$ cat src/design/nfw_pkg.sv
`default_nettype none
// ----------------------------------------------------------------------------
// nfw_pkg
// Shared types and constants of the NOR flash model with wear counters.
// ----------------------------------------------------------------------------
package nfw_pkg;

  localparam int MEM_BYTES   = 65536;
  localparam int ADDR_W      = $clog2(MEM_BYTES);
  localparam int NUM_SECTORS = 256;
  localparam int SEC_W       = $clog2(NUM_SECTORS);
  localparam int LEN_W       = 17;
  localparam int WEAR_W      = 16;
  localparam int CFG_IDX_W   = 3;
  localparam int CFG_DATA_W  = 17;

  localparam logic [7:0] ERASED_BYTE  = 8'hff;
  localparam logic [7:0] BAD_READ     = 8'h55;
  localparam logic signed [WEAR_W-1:0] WEAR_MAX = 16'sh7fff;

  typedef enum logic [1:0] {
    OP_READ  = 2'd0,
    OP_WRITE = 2'd1,
    OP_ERASE = 2'd2,
    OP_NOP   = 2'd3
  } op_t;

  typedef enum logic [1:0] {
    STAT_OK       = 2'd0,
    STAT_MISALIGN = 2'd1,
    STAT_BOUNDS   = 2'd2,
    STAT_CLOSED   = 2'd3
  } status_t;

  typedef enum logic [CFG_IDX_W-1:0] {
    CFG_AREA_OPEN   = 3'd0,
    CFG_GRAN_LOG2   = 3'd1,
    CFG_SECTOR_LOG2 = 3'd2,
    CFG_AREA_BYTES  = 3'd3,
    CFG_BAD_ENABLE  = 3'd4
  } cfg_idx_t;

  typedef enum logic [1:0] {
    ST_IDLE,
    ST_ACCESS,
    ST_FILL
  } state_t;

  typedef struct packed {
    logic              wen;
    logic              ren;
    logic [ADDR_W-1:0] addr;
    logic [7:0]        wdata;
  } byte_req_t;

  typedef struct packed {
    logic                     wen;
    logic                     ren;
    logic [SEC_W-1:0]         addr;
    logic signed [WEAR_W-1:0] wdata;
  } wear_req_t;

endpackage
`default_nettype wire

$ cat src/design/nfw_wear_ram.sv
`default_nettype none
// ----------------------------------------------------------------------------
// nfw_wear_ram
// Wear counter table; per-entry valid bits make unwritten entries read zero.
// ----------------------------------------------------------------------------
module nfw_wear_ram (
  input  wire logic                              clk,
  input  wire logic                              rst,
  input  wire nfw_pkg::wear_req_t                req,
  output logic signed [nfw_pkg::WEAR_W-1:0]      rdata
);

  logic signed [nfw_pkg::WEAR_W-1:0] mem [nfw_pkg::NUM_SECTORS];
  logic [nfw_pkg::NUM_SECTORS-1:0]   valid;
  logic signed [nfw_pkg::WEAR_W-1:0] mem_q;
  logic                              valid_q;

  always_ff @(posedge clk) begin
    if (req.wen) begin
      mem[req.addr] <= req.wdata;
    end
    if (req.ren) begin
      mem_q <= mem[req.addr];
    end
  end

  always_ff @(posedge clk) begin
    if (rst) begin
      valid   <= '0;
      valid_q <= 1'b0;
    end else begin
      if (req.wen) begin
        valid[req.addr] <= 1'b1;
      end
      if (req.ren) begin
        valid_q <= valid[req.addr];
      end
    end
  end

  assign rdata = valid_q ? mem_q : '0;

endmodule
`default_nettype wire

$ cat config.mk
export PLATFORM = sky130hd
export DESIGN_NAME = nfw_wear_ram
export DESIGN_NICKNAME = d
export VERILOG_FILES = /design/src/design/nfw_pkg.sv /design/src/design/nfw_wear_ram.sv
export SDC_FILE = /design/constraint.sdc
export NUM_CORES = 2
export LEC_CHECK = 0
export ABC_CLOCK_PERIOD_IN_PS = 8150
export CORE_UTILIZATION = 35
export CTS_BUF_LIST = sky130_fd_sc_hd__clkbuf_2
export DETAILED_ROUTE_END_ITERATION = 8
export DONT_BUFFER_PORTS = 1
export PLACE_DENSITY_LB_ADDON = 0.12
export SLEW_MARGIN = 20
export SYNTH_ARGS = -nofsm -noshare
export SYNTH_HDL_FRONTEND = slang
export SYNTH_SLANG_ARGS = --single-unit
$ cat constraint.sdc
create_clock -name clk -period 8.15 [get_ports clk]
set_clock_uncertainty 0.2 [all_clocks]
set_input_delay 1.63 -clock clk [delete_from_list [all_inputs] [get_ports clk]]
set_output_delay 1.63 -clock clk [all_outputs]
set_load 0.1 [all_outputs]
==> impl_metrics.tcl <==
set metrics [dict create \
    crit_slowest_cell "dfxtp_1" \
    wirelength_um 539000 \
    cpPeakStageDelay_ps 790 \
    synth_seq_area_share_pct 77.2 \
    rows 253 \
    r2r-start "mem[135][11]" \
    synth_simple_gate_area_share_pct 2.42 \
    crit_chain "and2_1, buf_4" \
    synth_compound_area_share_pct 1.27 \
    cts_resized 0 \
    crit_fanout 17 \
    num-nets-final 8743 \
    antenna_found_initial 52 \
    critPathKind "flip-flop to output pin" \
    ys.flop_type "edfxtp_1" \
    io_pins 44 \
    cts_tree "built" \
    worstHoldStart "req[13]" \
    reg2reg_depth 6 \
    grt_overflow 0 \
    syn_to_final_growth_pct 13.2 \
    regToRegEndpoint "mem_q[11]" \
    min_to "mem[236][13]" \
    clock-sinks 4369 \
    dp_hpwl_um 292000 \
    cts.repair_timing.setup_buffer_count 0 \
    async_flop_share_pct 0 \
    grt_max_degree 307 \
    ys_types 65 \
    timing.final.crit_share_pct 75.2 \
    post-route-util_pct 39.8 \
    p_leak_uw 0.0609 \
    ctsHoldBuffers 63 \
    maxCapViolations 0 \
    worstPathRequired_ps 6320 \
    drc 0 \
    tns_ps 0 \
    start_util_pct 35.1 \
    drt_first_pass_iters 5 \
    grt_usage_pct 22.5 \
    ant_nets 0 \
    hold_class "input port to flip-flop" \
    place.gp.congestion 0.832 \
    cp-start-kind "flip-flop" \
    vdd_drop_max_mv 0.136 \
    p_per_area_mw_per_mm2 224 \
    dieHeight_um 692 \
    synth-edff-count 4112 \
    via_per_inst 5.44 \
    die_x_um 692 \
    drt_iter0_drc 10283 \
    reg2reg_slack_ps 4200 \
    drive_gt1_share_pct 40.4 \
    place_area_mm2 0.177 \
    setup_viol 0 \
    max_slew_margin_pct 19.1 \
    port_buffers 0 \
    worstMarginPinSlew_ps 1210 \
    ys_warn_count 0 \
    synth_area_per_cell_um2 22.3 \
    grt_pass1_wl_um 735000 \
    synth_cells 7465 \
    num-fill-cells 42810 \
    first_global_vias 88848 \
    cp.arrival_ps 4300 \
    hold_violations 0 \
    synthMuxAreaShare_pct 17.8 \
    rsz0062_at_grt "false" \
    synth_nets 7493 \
    die_area_mm2 0.479 \
    htreeDepth 7 \
    hold_depth 2 \
    synth-xor-area-share_pct 0 \
    clk_pin_slew_worst_paths_ps 110 \
    via_count 86115 \
    cts_buffers 1234 \
    fmax_mhz 163 \
    final_area_mm2 0.189 \
    end_kind "output pin" \
    status "finished, final reports clean" \
    wire_per_inst_um 34.1 \
    cts_buffer_depth 5 \
    period_needed_ps 6130 \
    synth_top_family_by_area "multiplexers" \
    synth-adder-area-share_pct 0 \
    drv_slew 0 \
    ys_ff_latch 4369 \
    core_mm2 0.475 \
    syn_area_mm2 0.167 \
    root_buffer "clkbuf_2" \
    clk_latency_ps 2460 \
]
[Yosys cell counts (3+ instances only)]
master     number  area [µm²]
edfxtp_1     4112      123000
mux4_2       1239       27900
nor2_1        736        2760
dfxtp_1       257        5140
mux2i_1       173        1730
clkbuf_1      164         616
buf_2         112         561
a22oi_1        96         721
nand2_1        91         342
o22ai_1        71         444
buf_1          55         206
buf_4          51         383
a21oi_1        34         170
buf_6          33         372
nand3_1        33         165
o21ba_2        23         230
and2_1         18         113
nor4_1         15        93.8
nand4_1        14        87.6
o32ai_1        11        96.3
nor2b_1         9        56.3
a211oi_1        7        52.6
a22o_1          6        52.6
nor3_1          6        30.0
nor4bb_1        6        60.1
a211o_1         5        43.8
mux2_2          5        56.3
nand2b_1        5        31.3
nand3b_1        5        37.5
o221ai_1        5        43.8
or3_1           5        31.3
a221oi_1        4        35.0
a31oi_1         4        25.0
and4b_1         4        40.0
o211ai_1        4        30.0
a2111oi_0       3        26.3
and3_1          3        18.8
nor4b_1         3        26.3
o21ai_0         3        15.0
or3b_2          3        26.3
[worst max path at each step]
stage / startpoint / endpoint / slack (ps) / depth (start not counted)
after detailed placement: req[16] / mem_q[11] / 920 / 9
final: valid_q / rdata[9] / 2020 / 2
after global routing: valid_q / rdata[9] / 1960 / 2
after CTS: valid_q / rdata[9] / 1830 / 2
after floorplan: req[16] / mem[100][0] / 3490 / 10
after global placement: req[16] / mem_q[10] / 550 / 8
[layout by cell type (no fill, tap or decap), types with 11 or more instances in the layout]
cell type,count
a22oi_1,96
clkinv_2,18
nor2_2,212
o22ai_1,71
inv_2,17
buf_16,73
nand4_1,14
mux2i_1,171
nand2_4,16
nand3_1,30
edfxtp_1,4112
nor2_4,49
o21ba_2,23
a21oi_1,34
mux4_2,1239
nor2_1,475
o32ai_1,11
diode_2,62
nor4_1,13
and2_1,14
clkinv_1,162
dlygate4sd3_1,42
nand2_1,73
clkbuf_2,1834
dfxtp_1,257
buf_4,308
[power by group]
group          leakage (µW)  internal, µW  switching (µW)  total, µW
clock network       0.00811          6110            9110      15200
registers            0.0390         24600            22.8      24600
logic                0.0137           828            1630       2450
total                0.0609         31500           10800      42200
[stage by stage]
step	total power, µW	hold slack, ps	std cells	worst slack (ps)
finish	42200	145	15825	2020
global route	43900	-43.7	15795	1960
CTS	42700	4.98	15731	1830
detailed placement	26900	255	13631	918
global placement	26900	243	13623	550
floorplan	26200	235	7465	3490
[cell type report]
type | count | area, µm² | share of cell area, %
repair buffers | 430 | 4870 | 2.58
clock inverters | 203 | 968 | 0.513
inverters | 3 | 11.3 | 0.00597
multi-input cells | 2677 | 37100 | 19.6
well taps | 6247 | 7820 | 4.14
clock buffers | 1834 | 9180 | 4.86
diodes | 62 | 155 | 0.0822
flip-flops and latches | 4369 | 129000 | 68.2
[layer usage]
layer  wire length (µm)  GRT usage [%]
met1             225000           30.6
met2             254000           34.9
met3              41000           5.38
met4              19000           9.14
met5                 46              0
[state kept, by name, summed over array words and instances, names as in the netlist]
| register | cells |
|---|---|
| valid | 256 |
| mem | 4096 |
| valid_q | 1 |
| mem_q | 16 |
[cell families after synthesis]
logic type	count (synthesis)
simple gates	970
compound gates	290
mux	1417
buf+inv	419
flops	4369
[worst max-delay path, delay by kind of cell (launching register included)]
kind                   cells  cell delay, ps
buffers and inverters      1             410
flip-flops                 1             790
AND/OR/NAND/NOR            1             650
Power figures use the tool's default switching activity.
